**src/rtl/core/pesp_pkg.sv**
```systemverilog
// ----------------------------------------------------------------------------
// pesp_pkg
// Shared types and constants of the printer escape-sequence parser.
// ----------------------------------------------------------------------------
`default_nettype none

package pesp_pkg;

  localparam logic [7:0] ESC_BYTE = 8'h1B;
  localparam logic [31:0] MAG_LIMIT = 32'h8000_0000;
  localparam logic [31:0] POS_LIMIT = 32'h7FFF_FFFF;

  // Result kinds
  localparam logic [3:0] KIND_TEXT     = 4'd0;
  localparam logic [3:0] KIND_PLOT     = 4'd1;
  localparam logic [3:0] KIND_ESC      = 4'd2;
  localparam logic [3:0] KIND_TWO_BYTE = 4'd3;
  localparam logic [3:0] KIND_PREFIX   = 4'd4;
  localparam logic [3:0] KIND_GROUP    = 4'd5;
  localparam logic [3:0] KIND_VALUE    = 4'd6;
  localparam logic [3:0] KIND_CMD_DONE = 4'd7;
  localparam logic [3:0] KIND_BAD      = 4'd8;
  localparam logic [3:0] KIND_SKIP     = 4'd9;

  // Parser states
  localparam logic [1:0] ST_IDLE   = 2'd0;
  localparam logic [1:0] ST_ESC    = 2'd1;
  localparam logic [1:0] ST_PREFIX = 2'd2;
  localparam logic [1:0] ST_VALUE  = 2'd3;

  // Stream modes
  localparam logic [1:0] MODE_TEXT = 2'd0;
  localparam logic [1:0] MODE_PLOT = 2'd1;
  localparam logic [1:0] MODE_JOB  = 2'd2;

  localparam logic [4:0] MAX_VALUE_CHARS = 5'd31;

  typedef struct packed {
    logic [3:0]         kind;
    logic [7:0]         echo_byte;
    logic               aborted;
    logic [7:0]         prefix_char;
    logic [7:0]         group_char;
    logic [7:0]         term_char;
    logic signed [31:0] value;
    logic               chained;
    logic [30:0]        payload_count;
    logic [31:0]        run_length;
    logic [1:0]         stream_mode;
  } res_t;

  function automatic logic is_transfer(input logic [7:0] p, input logic [7:0] g,
                                       input logic [7:0] t);
    return (p == ")" && g == "s" && t == "W") || (p == "(" && g == "s" && t == "W") ||
           (p == "(" && g == "f" && t == "W") || (p == "*" && g == "b" && t == "W") ||
           (p == "*" && g == "c" && t == "W") || (p == "&" && g == "p" && t == "X");
  endfunction

endpackage

`default_nettype wire

```
**src/rtl/core/printer_escape_sequence_parser_unit.sv**
```systemverilog
// ----------------------------------------------------------------------------
// printer_escape_sequence_parser_unit
// Classifies a printer byte stream one byte per request.
//
//   channel   handshake                    payload
//   input     data_valid / data_ready      data_byte
//   output    result_valid / result_ready  kind .. stream_mode (one per byte)
//
// One byte per clock sustained while results are taken; each byte passes two
// registers before its result is valid: it waits in the input register and
// the parse step then writes the result register.
// Reset clears all parser state at once, no clearing pass.
// A stalled result holds in the result register; the input register still
// takes one more byte, then data_ready drops until the result moves on.
// ----------------------------------------------------------------------------
`default_nettype none

module printer_escape_sequence_parser_unit
  import pesp_pkg::*;
#(
  parameter int RUN_BITS = 32
) (
  input  wire logic               clk,
  input  wire logic               rst,
  input  wire logic               data_valid,
  output logic                    data_ready,
  input  wire logic [7:0]         data_byte,
  output logic                    result_valid,
  input  wire logic               result_ready,
  output logic [3:0]              kind,
  output logic [7:0]              echo_byte,
  output logic                    aborted,
  output logic [7:0]              prefix_char,
  output logic [7:0]              group_char,
  output logic [7:0]              term_char,
  output logic signed [31:0]      value,
  output logic                    chained,
  output logic [30:0]             payload_count,
  output logic [31:0]             run_length,
  output logic [1:0]              stream_mode
);

  logic       in_full;
  logic [7:0] in_byte;
  logic       advance;
  res_t       res_next;
  res_t       res_q;

  assign advance    = in_full && (!result_valid || result_ready);
  assign data_ready = !in_full || advance;

  pesp_parser #(
    .RUN_BITS (RUN_BITS)
  ) u_parser (
    .clk       (clk),
    .rst       (rst),
    .step      (advance),
    .data_byte (in_byte),
    .res       (res_next)
  );

  always_ff @(posedge clk) begin
    if (rst) begin
      in_full <= 1'b0;
    end else if (data_valid && data_ready) begin
      in_full <= 1'b1;
    end else if (advance) begin
      in_full <= 1'b0;
    end
  end

  always_ff @(posedge clk) begin
    if (data_valid && data_ready) in_byte <= data_byte;
  end

  always_ff @(posedge clk) begin
    if (rst) begin
      result_valid <= 1'b0;
    end else if (advance) begin
      result_valid <= 1'b1;
    end else if (result_ready) begin
      result_valid <= 1'b0;
    end
  end

  always_ff @(posedge clk) begin
    if (advance) res_q <= res_next;
  end

  assign kind          = res_q.kind;
  assign echo_byte     = res_q.echo_byte;
  assign aborted       = res_q.aborted;
  assign prefix_char   = res_q.prefix_char;
  assign group_char    = res_q.group_char;
  assign term_char     = res_q.term_char;
  assign value         = res_q.value;
  assign chained       = res_q.chained;
  assign payload_count = res_q.payload_count;
  assign run_length    = res_q.run_length;
  assign stream_mode   = res_q.stream_mode;

`ifndef SYNTHESIS
  a_payload_only_on_done: assert property (@(posedge clk) disable iff (rst)
    result_valid && kind != KIND_CMD_DONE |-> payload_count == 31'd0)
    else $error("payload count outside a completed command");

  a_run_only_on_esc: assert property (@(posedge clk) disable iff (rst)
    result_valid && kind != KIND_ESC |-> run_length == 32'd0)
    else $error("run length outside an escape");

  a_input_holds: assert property (@(posedge clk) disable iff (rst)
    in_full && !advance |=> in_full && $stable(in_byte))
    else $error("input register lost a pending byte");

  a_abort_is_esc: assert property (@(posedge clk) disable iff (rst)
    result_valid && aborted |-> kind == KIND_ESC && echo_byte == ESC_BYTE)
    else $error("abort flagged on a non-escape result");
`endif

endmodule

`default_nettype wire

```
**src/rtl/core/pesp_value_unit.sv**
```systemverilog
// ----------------------------------------------------------------------------
// pesp_value_unit
// Decimal accumulate step and signed, saturated value of the argument.
// ----------------------------------------------------------------------------
`default_nettype none

module pesp_value_unit
  import pesp_pkg::*;
(
  input  wire logic [31:0]        acc,
  input  wire logic               negative,
  input  wire logic [3:0]         digit,
  output logic [31:0]             acc_digit,
  output logic signed [31:0]      value
);

  logic [34:0] prod;

  // acc * 10 + digit as two shifts and two adds
  assign prod = ({3'b000, acc} << 3) + ({3'b000, acc} << 1) + {31'd0, digit};

  always_comb begin
    if (prod > {3'b000, MAG_LIMIT}) begin
      acc_digit = MAG_LIMIT;
    end else begin
      acc_digit = prod[31:0];
    end

    if (negative) begin
      value = (acc >= MAG_LIMIT) ? MAG_LIMIT : (32'd0 - acc);
    end else begin
      value = (acc > POS_LIMIT) ? POS_LIMIT : acc;
    end
  end

endmodule

`default_nettype wire

```
**src/rtl/core/pesp_parser.sv**
```systemverilog
// ----------------------------------------------------------------------------
// pesp_parser
// Parse state registers and the per-byte classification step.
// ----------------------------------------------------------------------------
`default_nettype none

module pesp_parser
  import pesp_pkg::*;
#(
  parameter int RUN_BITS = 32
) (
  input  wire logic       clk,
  input  wire logic       rst,
  input  wire logic       step,
  input  wire logic [7:0] data_byte,
  output res_t            res
);

  logic [1:0]          parse_state, parse_state_next;
  logic [1:0]          mode_reg, mode_reg_next;
  logic [30:0]         skip_left, skip_left_next;
  logic [RUN_BITS-1:0] text_run, text_run_next;
  logic [7:0]          held_prefix, held_prefix_next;
  logic [7:0]          held_group, held_group_next;
  logic [31:0]         value_acc, value_acc_next;
  logic                value_negative, value_negative_next;
  logic [4:0]          chars_seen, chars_seen_next;
  logic                dot_seen, dot_seen_next;

  logic [1:0]          cur_state;
  logic [31:0]         cur_acc;
  logic                cur_neg;
  logic [4:0]          cur_chars;
  logic                cur_dot;
  logic [31:0]         acc_digit;
  logic signed [31:0]  arg_value;
  logic [64:0]         run_wide;
  logic [7:0]          b;
  logic                b_lower, b_upper, b_digit, b_sign;
  logic [7:0]          term;

  assign b       = data_byte;
  assign b_lower = (b >= "a") && (b <= "z");
  assign b_upper = (b >= "A") && (b <= "Z");
  assign b_digit = (b >= "0") && (b <= "9");
  assign b_sign  = (b == "+") || (b == "-");
  assign term    = b_lower ? (b - 8'd32) : b;

  // An escape outside a payload skip aborts any open sequence and restarts as a fresh escape
  assign cur_state = (b == ESC_BYTE && parse_state != ST_IDLE) ? ST_IDLE : parse_state;

  // A new prefix starts the value from scratch
  assign cur_acc   = (cur_state == ST_PREFIX) ? 32'd0 : value_acc;
  assign cur_neg   = (cur_state == ST_PREFIX) ? 1'b0 : value_negative;
  assign cur_chars = (cur_state == ST_PREFIX) ? 5'd0 : chars_seen;
  assign cur_dot   = (cur_state == ST_PREFIX) ? 1'b0 : dot_seen;

  assign run_wide = 65'(text_run);

  pesp_value_unit u_value (
    .acc       (cur_acc),
    .negative  (cur_neg),
    .digit     (b[3:0]),
    .acc_digit (acc_digit),
    .value     (arg_value)
  );

  always_comb begin
    parse_state_next    = parse_state;
    mode_reg_next       = mode_reg;
    skip_left_next      = skip_left;
    text_run_next       = text_run;
    held_prefix_next    = held_prefix;
    held_group_next     = held_group;
    value_acc_next      = value_acc;
    value_negative_next = value_negative;
    chars_seen_next     = chars_seen;
    dot_seen_next       = dot_seen;
    res                 = '0;
    res.echo_byte       = b;

    if (skip_left != 31'd0) begin
      skip_left_next = skip_left - 31'd1;
      res.kind       = KIND_SKIP;
    end else begin
      if (b == ESC_BYTE && parse_state != ST_IDLE) begin
        res.aborted = 1'b1;
      end

      case (cur_state)
        ST_IDLE: begin
          if (b != ESC_BYTE) begin
            if (mode_reg == MODE_PLOT) begin
              res.kind = KIND_PLOT;
            end else begin
              if (text_run != '1) text_run_next = text_run + {{(RUN_BITS-1){1'b0}}, 1'b1};
              res.kind = KIND_TEXT;
            end
          end else begin
            if (mode_reg != MODE_PLOT) begin
              res.run_length = (run_wide[64:32] != '0) ? 32'hFFFF_FFFF : run_wide[31:0];
              text_run_next  = '0;
            end
            parse_state_next = ST_ESC;
            res.kind         = KIND_ESC;
          end
        end
        ST_ESC: begin
          held_prefix_next    = b;
          held_group_next     = 8'd0;
          value_acc_next      = 32'd0;
          value_negative_next = 1'b0;
          chars_seen_next     = 5'd0;
          dot_seen_next       = 1'b0;
          if (b inside {"$", "%", "&", "(", ")", "*"}) begin
            parse_state_next = ST_PREFIX;
            res.kind         = KIND_PREFIX;
          end else begin
            parse_state_next = ST_IDLE;
            res.kind         = KIND_TWO_BYTE;
          end
        end
        default: begin
          value_acc_next      = cur_acc;
          value_negative_next = cur_neg;
          chars_seen_next     = cur_chars;
          dot_seen_next       = cur_dot;
          if (cur_state == ST_PREFIX && b_lower) begin
            held_group_next  = b;
            parse_state_next = ST_VALUE;
            res.kind         = KIND_GROUP;
          end else if (b_digit || b_sign || b == ".") begin
            if (cur_chars != 5'd0 && b_sign) begin
              parse_state_next = ST_IDLE;
              res.kind         = KIND_BAD;
            end else begin
              if (cur_chars < MAX_VALUE_CHARS) begin
                if (b == "-") value_negative_next = 1'b1;
                else if (b == ".") dot_seen_next = 1'b1;
                else if (b_digit && !cur_dot) value_acc_next = acc_digit;
                chars_seen_next = cur_chars + 5'd1;
              end
              parse_state_next = ST_VALUE;
              res.kind         = KIND_VALUE;
            end
          end else if (b_lower || b_upper || b == "@") begin
            res.term_char = term;
            res.value     = arg_value;
            if (is_transfer(held_prefix, held_group, term) && !cur_neg && cur_acc != 32'd0)
            begin
              skip_left_next    = arg_value[30:0];
              res.payload_count = arg_value[30:0];
            end
            if (held_prefix == "%" && held_group == 8'd0) begin
              if (term == "X") mode_reg_next = MODE_JOB;
              else if (term == "A") mode_reg_next = MODE_TEXT;
              else if (term == "B") mode_reg_next = MODE_PLOT;
            end
            res.chained         = b_lower;
            parse_state_next    = b_lower ? ST_VALUE : ST_IDLE;
            res.kind            = KIND_CMD_DONE;
            value_acc_next      = 32'd0;
            value_negative_next = 1'b0;
            chars_seen_next     = 5'd0;
            dot_seen_next       = 1'b0;
          end else begin
            parse_state_next = ST_IDLE;
            res.kind         = KIND_BAD;
          end
        end
      endcase

      if (res.kind >= KIND_TWO_BYTE && res.kind <= KIND_BAD) res.prefix_char = held_prefix_next;
      if (res.kind >= KIND_GROUP && res.kind <= KIND_BAD) res.group_char = held_group_next;
    end

    res.stream_mode = mode_reg_next;
  end

  always_ff @(posedge clk) begin
    if (rst) begin
      parse_state    <= ST_IDLE;
      mode_reg       <= MODE_TEXT;
      skip_left      <= '0;
      text_run       <= '0;
      held_prefix    <= '0;
      held_group     <= '0;
      value_acc      <= '0;
      value_negative <= 1'b0;
      chars_seen     <= '0;
      dot_seen       <= 1'b0;
    end else if (step) begin
      parse_state    <= parse_state_next;
      mode_reg       <= mode_reg_next;
      skip_left      <= skip_left_next;
      text_run       <= text_run_next;
      held_prefix    <= held_prefix_next;
      held_group     <= held_group_next;
      value_acc      <= value_acc_next;
      value_negative <= value_negative_next;
      chars_seen     <= chars_seen_next;
      dot_seen       <= dot_seen_next;
    end
  end

endmodule

`default_nettype wire
```
**config.mk**
```make
export PLATFORM = sky130hd
export DESIGN_NAME = printer_escape_sequence_parser_unit
export DESIGN_NICKNAME = d
export VERILOG_FILES = /design/src/rtl/core/pesp_pkg.sv /design/src/rtl/core/printer_escape_sequence_parser_unit.sv /design/src/rtl/core/pesp_value_unit.sv /design/src/rtl/core/pesp_parser.sv
export SDC_FILE = /design/constraint.sdc
export NUM_CORES = 1
export LEC_CHECK = 0
export ABC_CLOCK_PERIOD_IN_PS = 7300
export BUFFER_PORTS_ARGS = -buffer_cell sky130_fd_sc_hd__buf_4
export CORE_MARGIN = 5
export CORE_UTILIZATION = 45
export CTS_CLUSTER_DIAMETER = 50
export CTS_CLUSTER_SIZE = 28
export DETAILED_ROUTE_END_ITERATION = 6
export PLACE_DENSITY = 0.66
export SLEW_MARGIN = 30
export SYNTH_ARGS = -nofsm -noshare
export SYNTH_HDL_FRONTEND = slang
export SYNTH_SLANG_ARGS = --single-unit
```
**constraint.sdc**
```tcl
create_clock -name clk -period 7.3 [get_ports clk]
set_input_delay 1.46 -clock clk [delete_from_list [all_inputs] [get_ports clk]]
set_output_delay 1.46 -clock clk [all_outputs]
set_load 0.02 [all_outputs]
```
; Yosys cells after proc, flatten, opt, wreduce, memory -nomap -nowiden
; Index checks and enable logic that the tools add are counted.
[classes]
n_addsub = 7
order_cmp = 13
n_eq_ne = 37
n_mux = 84
bitwise = 7
n_reduce_logical = 65
[op_table]
columns = op, count
row1 = 2-to-1 mux 32 bit, 17
row2 = 2-to-1 mux 31 bit, 6
row3 = "== test 8 x 6 -> 1 bit, second input constant", 14
row4 = "== test 8 x 7 -> 1 bit, second input constant", 10
row5 = case mux 32 bit (2 select lines), 1
row6 = 2-to-1 mux 2 bit, 18
row7 = adder 35 x 33 -> 35 bit, 1
row8 = adder 35 x 4 -> 35 bit, 1
row9 = "> comparator 35 x 32 -> 1 bit, second input constant", 1
row10 = "adder 32 x 1 -> 32 bit, second input constant", 1
row11 = ">= comparator 32 bit, second input constant", 1
row12 = "> comparator 32 x 31 -> 1 bit, second input constant", 1
row13 = "inequality test 32 bit, second input constant", 1
row14 = nonzero test 32 bit, 1
row15 = "subtractor 1 x 32 -> 32 bit, first input constant", 1
row16 = nonzero test 31 bit, 1
row17 = "subtractor 31 x 1 -> 31 bit, second input constant", 1
row18 = 2-to-1 mux 5 bit, 6
row19 = logical AND 1 bit, 26
row20 = 2-to-1 mux 8 bit, 3
row21 = 2-to-1 mux 1 bit, 21
row22 = 2-to-1 mux 4 bit, 5
row23 = ">= comparator 8 x 7 -> 1 bit, second input constant", 2
row24 = "less-or-equal comparator 8 x 7 -> 1 bit, second input constant", 2
row25 = other kinds (35), 71
[word_totals]
regBits = 267
in_bits = 12
output_inout_bits = 137
elab_cells = 237

; Depth between registers and ports, before layout
[depth]
word_depth = 18
ltp_mapped = 24

; By module
; A second synthesis with hierarchy kept.
[hier_totals]
cells_unflattened = 1717
hier_area_um2 = 15808.9
[modules_own_cells]
columns = mod, instances, cells_each, area_each_um2
row1 = pesp_parser, 1, 1018, 7706.1
row2 = printer_escape_sequence_parser_unit, 1, 153, 4398.0
row3 = pesp_value_unit, 1, 546, 3704.8

; Least setup slack after synthesis
; No wires, ideal clock.
[synth_path]
kind = input port to flip-flop
from = input result_ready
to = register u_parser.text_run[12]
t_arrival_ns = 6.355
t_required_ns = 7.172
setup_slack_ns = 0.817
path_stages = 8
cell_sequence = nor2b_1 -> nand2b_1 -> inv_1 -> o2111ai_1 -> clkbuf_1 -> o21ai_1 -> clkbuf_1 -> nor2_1
[synth_via]
elab_chain_len = 3
[synth_rtl]
columns = item, line_no
row1 = start: declaration, printer_escape_sequence_parser_unit.sv:29  ; input wire logic result_ready,
row2 = logical OR 1 bit, printer_escape_sequence_parser_unit.sv:49  ; assign advance = in_full && (!result_valid || result_ready);
row3 = logical AND 1 bit, printer_escape_sequence_parser_unit.sv:49
row4 = via advance, printer_escape_sequence_parser_unit.sv:45  ; logic advance;
row5 = AND reduction 6 bit (no line), --
row6 = end signal: assignment, pesp_parser.sv:196  ; text_run <= text_run_next;
row7 = end: declaration, pesp_parser.sv:22  ; logic [RUN_BITS-1:0] text_run, text_run_next;
; The timed path passes the listed nets, and every way through them passes these cells.
; A chain may end at the register's enable or synchronous reset.

; Worst setup path in the final report
[layout_path]
from = register in_byte[0]
to = register u_parser.value_acc[5]
[layout_via]
elab_chain_len = 17
word_cells_on_any_way = 48
[layout_rtl]
columns = item, line_no
row1 = start: declaration, printer_escape_sequence_parser_unit.sv:44  ; logic [7:0] in_byte;
row2 = start signal: assignment, printer_escape_sequence_parser_unit.sv:73  ; if (data_valid && data_ready) in_byte <= data_byte;
row3 = == test 8 x 5 -> 1 bit, pesp_parser.sv:50  ; assign cur_state = (b == ESC_BYTE && parse_state != ST_IDLE) ? ST_IDLE : parse_state;
row4 = logical AND 1 bit, pesp_parser.sv:50
row5 = 2-to-1 mux 2 bit, pesp_parser.sv:50
row6 = == test 2 bit, --
row7 = 2-to-1 mux 32 bit, pesp_parser.sv:53  ; assign cur_acc = (cur_state == ST_PREFIX) ? 32'd0 : value_acc;
row8 = adder 35 x 33 -> 35 bit, pesp_value_unit.sv:20  ; assign prod = ({3'b000, acc} << 3) + ({3'b000, acc} << 1) + {31'd0, digit};
row9 = adder 35 x 4 -> 35 bit, pesp_value_unit.sv:20
row10 = > comparator 35 x 32 -> 1 bit, pesp_value_unit.sv:23  ; if (prod > {3'b000, MAG_LIMIT}) begin
row11 = 2-to-1 mux 32 bit, pesp_value_unit.sv:23
row12 = 2-to-1 mux 32 bit, pesp_parser.sv:140  ; else if (b_digit && !cur_dot) value_acc_next = acc_digit;
row13 = 2-to-1 mux 32 bit, pesp_parser.sv:139  ; else if (b == ".") dot_seen_next = 1'b1;
row14 = 2-to-1 mux 32 bit, pesp_parser.sv:138  ; if (b == "-") value_negative_next = 1'b1;
row15 = 2-to-1 mux 32 bit, pesp_parser.sv:137  ; if (cur_chars < MAX_VALUE_CHARS) begin
row16 = 2-to-1 mux 32 bit, pesp_parser.sv:133  ; if (cur_chars != 5'd0 && b_sign) begin
row17 = 2-to-1 mux 32 bit, pesp_parser.sv:132  ; end else if (b_digit || b_sign || b == ".") begin
row18 = 2-to-1 mux 32 bit, pesp_parser.sv:128  ; if (cur_state == ST_PREFIX && b_lower) begin
row19 = case mux 32 bit (2 select lines), pesp_parser.sv:90  ; case (cur_state)
row20 = end signal: assignment, pesp_parser.sv:199  ; value_acc <= value_acc_next;
row21 = end: declaration, pesp_parser.sv:25  ; logic [31:0] value_acc, value_acc_next;
; Parallel ways exist; a longest one is shown, timed or not.

==> impl.org <==
** Global route
- Vias in the first global route :: 12800
- Number of antenna violations at the first check in global routing :: 0
- Overall routing resource usage :: 21.4%
- First-pass GRT wire length :: 69.1 mm
- Global routing finished with a remaining overflow of 0.
- Entering global routing, the biggest net connects 80 pins.

** STA
- The number of pins with negative max-slew slack in the final report is 0.
- Share of the cycle needed by the critical path after routing :: 85.7%
- Setup tns final :: 0 ps
- Headroom to the max-slew limit came out at 37.4%.
- Count of final hold-check violations :: 0
- For this run, the top clock speed supported by timing is 160 MHz.
- Pin slew with the least headroom to its limit :: 937 ps
- Setup repair after global routing left no endpoint under its margin.
- Setup skew after layout :: 25.7 ps
- Subtracting the final worst setup slack from the clock period gives 6260 ps.
- Final setup fails :: 0

** Worst setup path
- Series of cell instances along the critical path :: nand4bb_1 > o21ai_4 > buf_4 > and2_1 > ha_1 > ha_1 > nand2b_1 > a211oi_1 > nor2b_1 > o41ai_1 > nor3b_1 > o31a_1 > nor4_2 > nand2_1 > o21ai_0
- Logic depth of the worst setup path including buffers :: 15
- Kind of cell adding the most delay to the critical path :: simple AND/OR/NAND/NOR gates
- Data arrives at the worst endpoint at 6710 ps.
- The worst setup path is launched from a flop.
- In this run the critical register-to-register path is launched from in_byte[0].
- Crit path required time :: 7750 ps
- The largest individual stage delay along the critical path comes from the cell sky130_fd_sc_hd__edfxtp_1.
- Type of destination of the critical path :: flop
- In this design, the stage delay of the slowest critical-path cell is 740 ps.
- Critical path class :: reg2reg
- In this run the worst path has a maximum fanout of 44.
- The cell that appears most often on the critical path is sky130_fd_sc_hd__ha_1.
- Together, buffers and inverters on the worst path number 1.
- Endpoint of the lowest-slack register-to-register path :: u_parser.value_acc[5]
- Worst reg2reg setup slack :: 1040 ps
- Number of cell instances on the worst register-to-register path :: 15

** Drt
- Antenna Violating Nets Remaining :: 0
- The first routing iteration left 1385 violations.
- Number of vias per cell :: 5.91
- Routed wire length :: 42.9 mm
- Before antenna repair, the detailed router went through 5 iterations.
- Wire per inst :: 18.6 um
- In the routed design, unresolved DRC markers number 0.
- The routed layout has 13700 vias.

** Synthesis
- Yosys reg bits :: 267
- Post-synthesis net count :: 1829
- Asr flop ratio synth :: 0%
- The netlist uses 86 different library cells.
- In this run the mean area of a mapped cell was 8.84 um^2.
- The synthesized design contains 143 enable-type register cells.
- Yosys printed 0 warnings.
- Sequential elements use 43.9% of the synthesized area.
- Synth Instances :: 1745
- The most used flip-flop cell after synthesis is sky130_fd_sc_hd__edfxtp_1.
- The mapped netlist covers 15400 um^2.

** Clocking
- Counting the buffers created by CTS gives 27.
- Clock latency on the worst-skew pair, taken at its later pin, is 560 ps.
- The number of hold buffers added after CTS was 0.
- The clock passes through at most 3 buffers.
- Post-cts gate resize count :: 0
- Clock H-tree levels :: 1
- TritonCTS built the clock tree.
- The tree built by TritonCTS fans out to 267 sinks.
- CTS placed an instance of sky130_fd_sc_hd__clkbuf_16 at the clock tree root.
- Clock transition at the registers of the reported paths :: 70 ps
- Setup Buffers After CTS :: 0

** Flow run
- # Max-Cap Violations :: 0

** Hold path
- Hold crit path type :: reg2reg
- The startpoint identified for the worst hold timing path is u_parser.held_prefix[6].
- Capture endpoint of the worst hold path :: u_parser.held_prefix[6]
- The worst hold path passes through 2 cells.

** Finish
- Share of cells above drive strength 1 :: 13.9%
- In the final design database the tool counted 1925 nets.
- Synthesis-to-finish area growth :: 16.0%
- In the final layout, flip-flops and latches occupy 6780 um^2.
- Layout Cells excl Fill :: 2310
- Diode insertion count for antenna repair :: 0
- Number of filler cells placed in the layout :: 3088
- The multi-input combinational cells in the finished layout cover a total of 8150 um^2.

** Floorplanning
- During I/O placement, the number of pins put on the boundary was 149.
- Die height :: 195 um
- In this run the standard cell core region covers 33700 um^2.
- Horizontal die dimension :: 195 um
- Once the floorplan was initialized, standard cells occupied 45.8% of the core.
- Total number of placement rows :: 67
- The die covers 38100 um^2.

** Power
- Sequential power share :: 36.0%
- Switching power share of the total :: 39.2%
- Maximum ir drop on the vdd rail :: 330 uV
- Cell internal power was estimated by the tool at 0.00299 W.
- In this run the power spent charging and discharging nets is 0.00192 W.
- Clock network fraction of total power :: 31.0%
- Summed over all cells, the static leakage comes to 6.71 nW.
- Power per Cell Area :: 274 nW/um^2
- Of the total power, combinational logic draws 33.0%.

** Placement
- Weighted congestion reported at the end of routability-driven placement :: 0.930
- After detailed placement, the design holds a cell count of 2260.
- HPWL reported at the end of detailed placement :: 30.7 mm
- The count of buffers added on input and output ports is 148.

** Status
- The flow ran to the end, and the final reports show no timing, DRC or antenna violations.
[area by class of cell]
cell class                      instances  share of cell area [%]
Inverter                               37                   0.804
Clock buffer                           27                    3.78
Multi-Input combinational cell       1340                    45.5
Clock inverter                         23                    1.84
Timing Repair Buffer                  168                    7.05
Sequential cell                       267                    37.9
Tap cell                              448                    3.13
[power groups by stage]
stage / Combinational [W] / Sequential (W) / Clock, W
after floorplan: 0.00114 / 0.00183 / 0
after global placement: 0.00156 / 0.00180 / 0
after detailed placement: 0.00160 / 0.00180 / 0
after CTS: 0.00160 / 0.00177 / 0.00155
after global routing: 0.00177 / 0.00178 / 0.00162
final: 0.00162 / 0.00177 / 0.00152
[worst max-delay path by stage]
stage,from,end,slack [ps]
finish,in_byte[0],u_parser.value_acc[5],1040
global placement,in_byte[0],u_parser.value_acc[3],1520
CTS,in_byte[0],u_parser.value_acc[23],1130
global route,in_byte[0],u_parser.value_acc[28],560
detailed placement,in_byte[0],u_parser.value_acc[23],1190
floorplan,result_ready,u_parser.text_run[12],820
[tightest hold or removal path: stages, from the launching register on]
cell and delay [ps]:
sky130_fd_sc_hd__dfxtp_1 330, sky130_fd_sc_hd__nand2_1 50, sky130_fd_sc_hd__a21oi_1 50
[synthesized netlist by cell type (7+ instances only)]
| cell | n | area share [%] |
|---|---|---|
| sky130_fd_sc_hd__mux2i_1 | 13 | 0.84 |
| sky130_fd_sc_hd__a221o_1 | 7 | 0.45 |
| sky130_fd_sc_hd__or3b_1 | 8 | 0.45 |
| sky130_fd_sc_hd__o21a_1 | 10 | 0.49 |
| sky130_fd_sc_hd__buf_1 | 9 | 0.22 |
| sky130_fd_sc_hd__a22o_1 | 7 | 0.40 |
| sky130_fd_sc_hd__edfxtp_1 | 143 | 28 |
| sky130_fd_sc_hd__o211ai_1 | 11 | 0.54 |
| sky130_fd_sc_hd__xor2_1 | 28 | 1.6 |
| sky130_fd_sc_hd__nor2b_1 | 16 | 0.65 |
| sky130_fd_sc_hd__a221oi_1 | 8 | 0.45 |
| sky130_fd_sc_hd__o21ai_0 | 97 | 3.1 |
| sky130_fd_sc_hd__xnor2_1 | 29 | 1.6 |
| sky130_fd_sc_hd__buf_2 | 11 | 0.36 |
| sky130_fd_sc_hd__clkbuf_1 | 77 | 1.9 |
| sky130_fd_sc_hd__or4_1 | 9 | 0.44 |
| sky130_fd_sc_hd__nand2b_1 | 15 | 0.61 |
| sky130_fd_sc_hd__and3_1 | 18 | 0.73 |
| sky130_fd_sc_hd__o22ai_1 | 32 | 1.3 |
| sky130_fd_sc_hd__a21o_1 | 17 | 0.83 |
| sky130_fd_sc_hd__nor4_1 | 24 | 0.97 |
| sky130_fd_sc_hd__nand2_1 | 170 | 4.1 |
| sky130_fd_sc_hd__inv_1 | 37 | 0.90 |
| sky130_fd_sc_hd__nor2_1 | 239 | 5.8 |
| sky130_fd_sc_hd__nand4_1 | 17 | 0.69 |
| sky130_fd_sc_hd__a22oi_1 | 16 | 0.78 |
| sky130_fd_sc_hd__or3_1 | 31 | 1.3 |
| sky130_fd_sc_hd__a21oi_1 | 148 | 4.8 |
| sky130_fd_sc_hd__ha_1 | 71 | 5.8 |
| sky130_fd_sc_hd__and2_1 | 60 | 2.4 |
| sky130_fd_sc_hd__nor3_1 | 43 | 1.4 |
| sky130_fd_sc_hd__dfxtp_1 | 124 | 16 |
| sky130_fd_sc_hd__nand3_1 | 45 | 1.5 |
| sky130_fd_sc_hd__a211oi_1 | 15 | 0.73 |
| sky130_fd_sc_hd__o31ai_1 | 12 | 0.58 |
[layout by cell type, fill, tap and decap left out, types with 7 or more instances in the layout]
cell type / Yosys / routed
sky130_fd_sc_hd__nor2_1: 239 / 237
sky130_fd_sc_hd__clkbuf_16: 0 / 27
sky130_fd_sc_hd__nor2b_1: 16 / 16
sky130_fd_sc_hd__a22oi_1: 16 / 16
sky130_fd_sc_hd__a22o_1: 7 / 7
sky130_fd_sc_hd__o22ai_1: 32 / 32
sky130_fd_sc_hd__ha_1: 71 / 71
sky130_fd_sc_hd__o211ai_1: 11 / 11
sky130_fd_sc_hd__nand3_1: 45 / 45
sky130_fd_sc_hd__nand2_1: 170 / 170
sky130_fd_sc_hd__a211oi_1: 15 / 15
sky130_fd_sc_hd__o21ai_0: 97 / 97
sky130_fd_sc_hd__inv_12: 0 / 7
sky130_fd_sc_hd__buf_4: 3 / 168
sky130_fd_sc_hd__xor2_1: 28 / 28
sky130_fd_sc_hd__nor4_1: 24 / 24
sky130_fd_sc_hd__a221o_1: 7 / 7
sky130_fd_sc_hd__o21a_1: 10 / 10
sky130_fd_sc_hd__a21o_1: 17 / 16
sky130_fd_sc_hd__and3_1: 18 / 18
sky130_fd_sc_hd__nand2b_1: 15 / 15
sky130_fd_sc_hd__or3_1: 31 / 31
sky130_fd_sc_hd__or3b_1: 8 / 8
sky130_fd_sc_hd__dfxtp_1: 124 / 124
sky130_fd_sc_hd__o31ai_1: 12 / 12
sky130_fd_sc_hd__or4_1: 9 / 9
sky130_fd_sc_hd__a221oi_1: 8 / 8
sky130_fd_sc_hd__xnor2_1: 29 / 29
sky130_fd_sc_hd__edfxtp_1: 143 / 143
sky130_fd_sc_hd__inv_1: 37 / 36
sky130_fd_sc_hd__and2_1: 60 / 60
sky130_fd_sc_hd__nor3_1: 43 / 42
sky130_fd_sc_hd__mux2i_1: 13 / 13
sky130_fd_sc_hd__a21oi_1: 148 / 147
sky130_fd_sc_hd__nand4_1: 17 / 17
[cells by family (layout without fill, tap and decap cells)]
group	after synthesis	after routing	synth area share, %
DFF	267	267	43.9
adders and majority gates	72	72	5.89
and+or+nand+nor	749	749	24.2
AOI/OAI and AO/OA	448	448	18.2
buffers and inverters	138	255	3.57
xor gates and xnor gates	57	57	3.24
muxes	14	14	0.917
[routing by layer]
metal  global-route usage [%]  wire length, um  vias up  part of all wire (%)
li1                         -                -     6580                     -
met1                     31.1            19700     6534                    46
met2                     34.8            19700      479                    46
met3                     2.10             2640       61                   6.2
met4                     5.09              855        0                   2.0
met5                        0                0        -                     0
[per-stage QoR]
| stage | hold WS (ps) | worst slack [ps] | instance area (um^2) | utilization [%] | total power, W |
|---|---|---|---|---|---|
| final | 473 | 1040 | 17900 | 53.1 | 0.00491 |
| after global placement | 453 | 1520 | 16900 | 50.0 | 0.00335 |
| after detailed placement | 463 | 1190 | 16900 | 50.1 | 0.00340 |
| after floorplan | 424 | 817 | 15400 | - | 0.00297 |
| after global routing | 498 | 560 | 17900 | 53.1 | 0.00517 |
| after CTS | 473 | 1130 | 17900 | 53.1 | 0.00492 |
(Power assumes the default switching activity.)
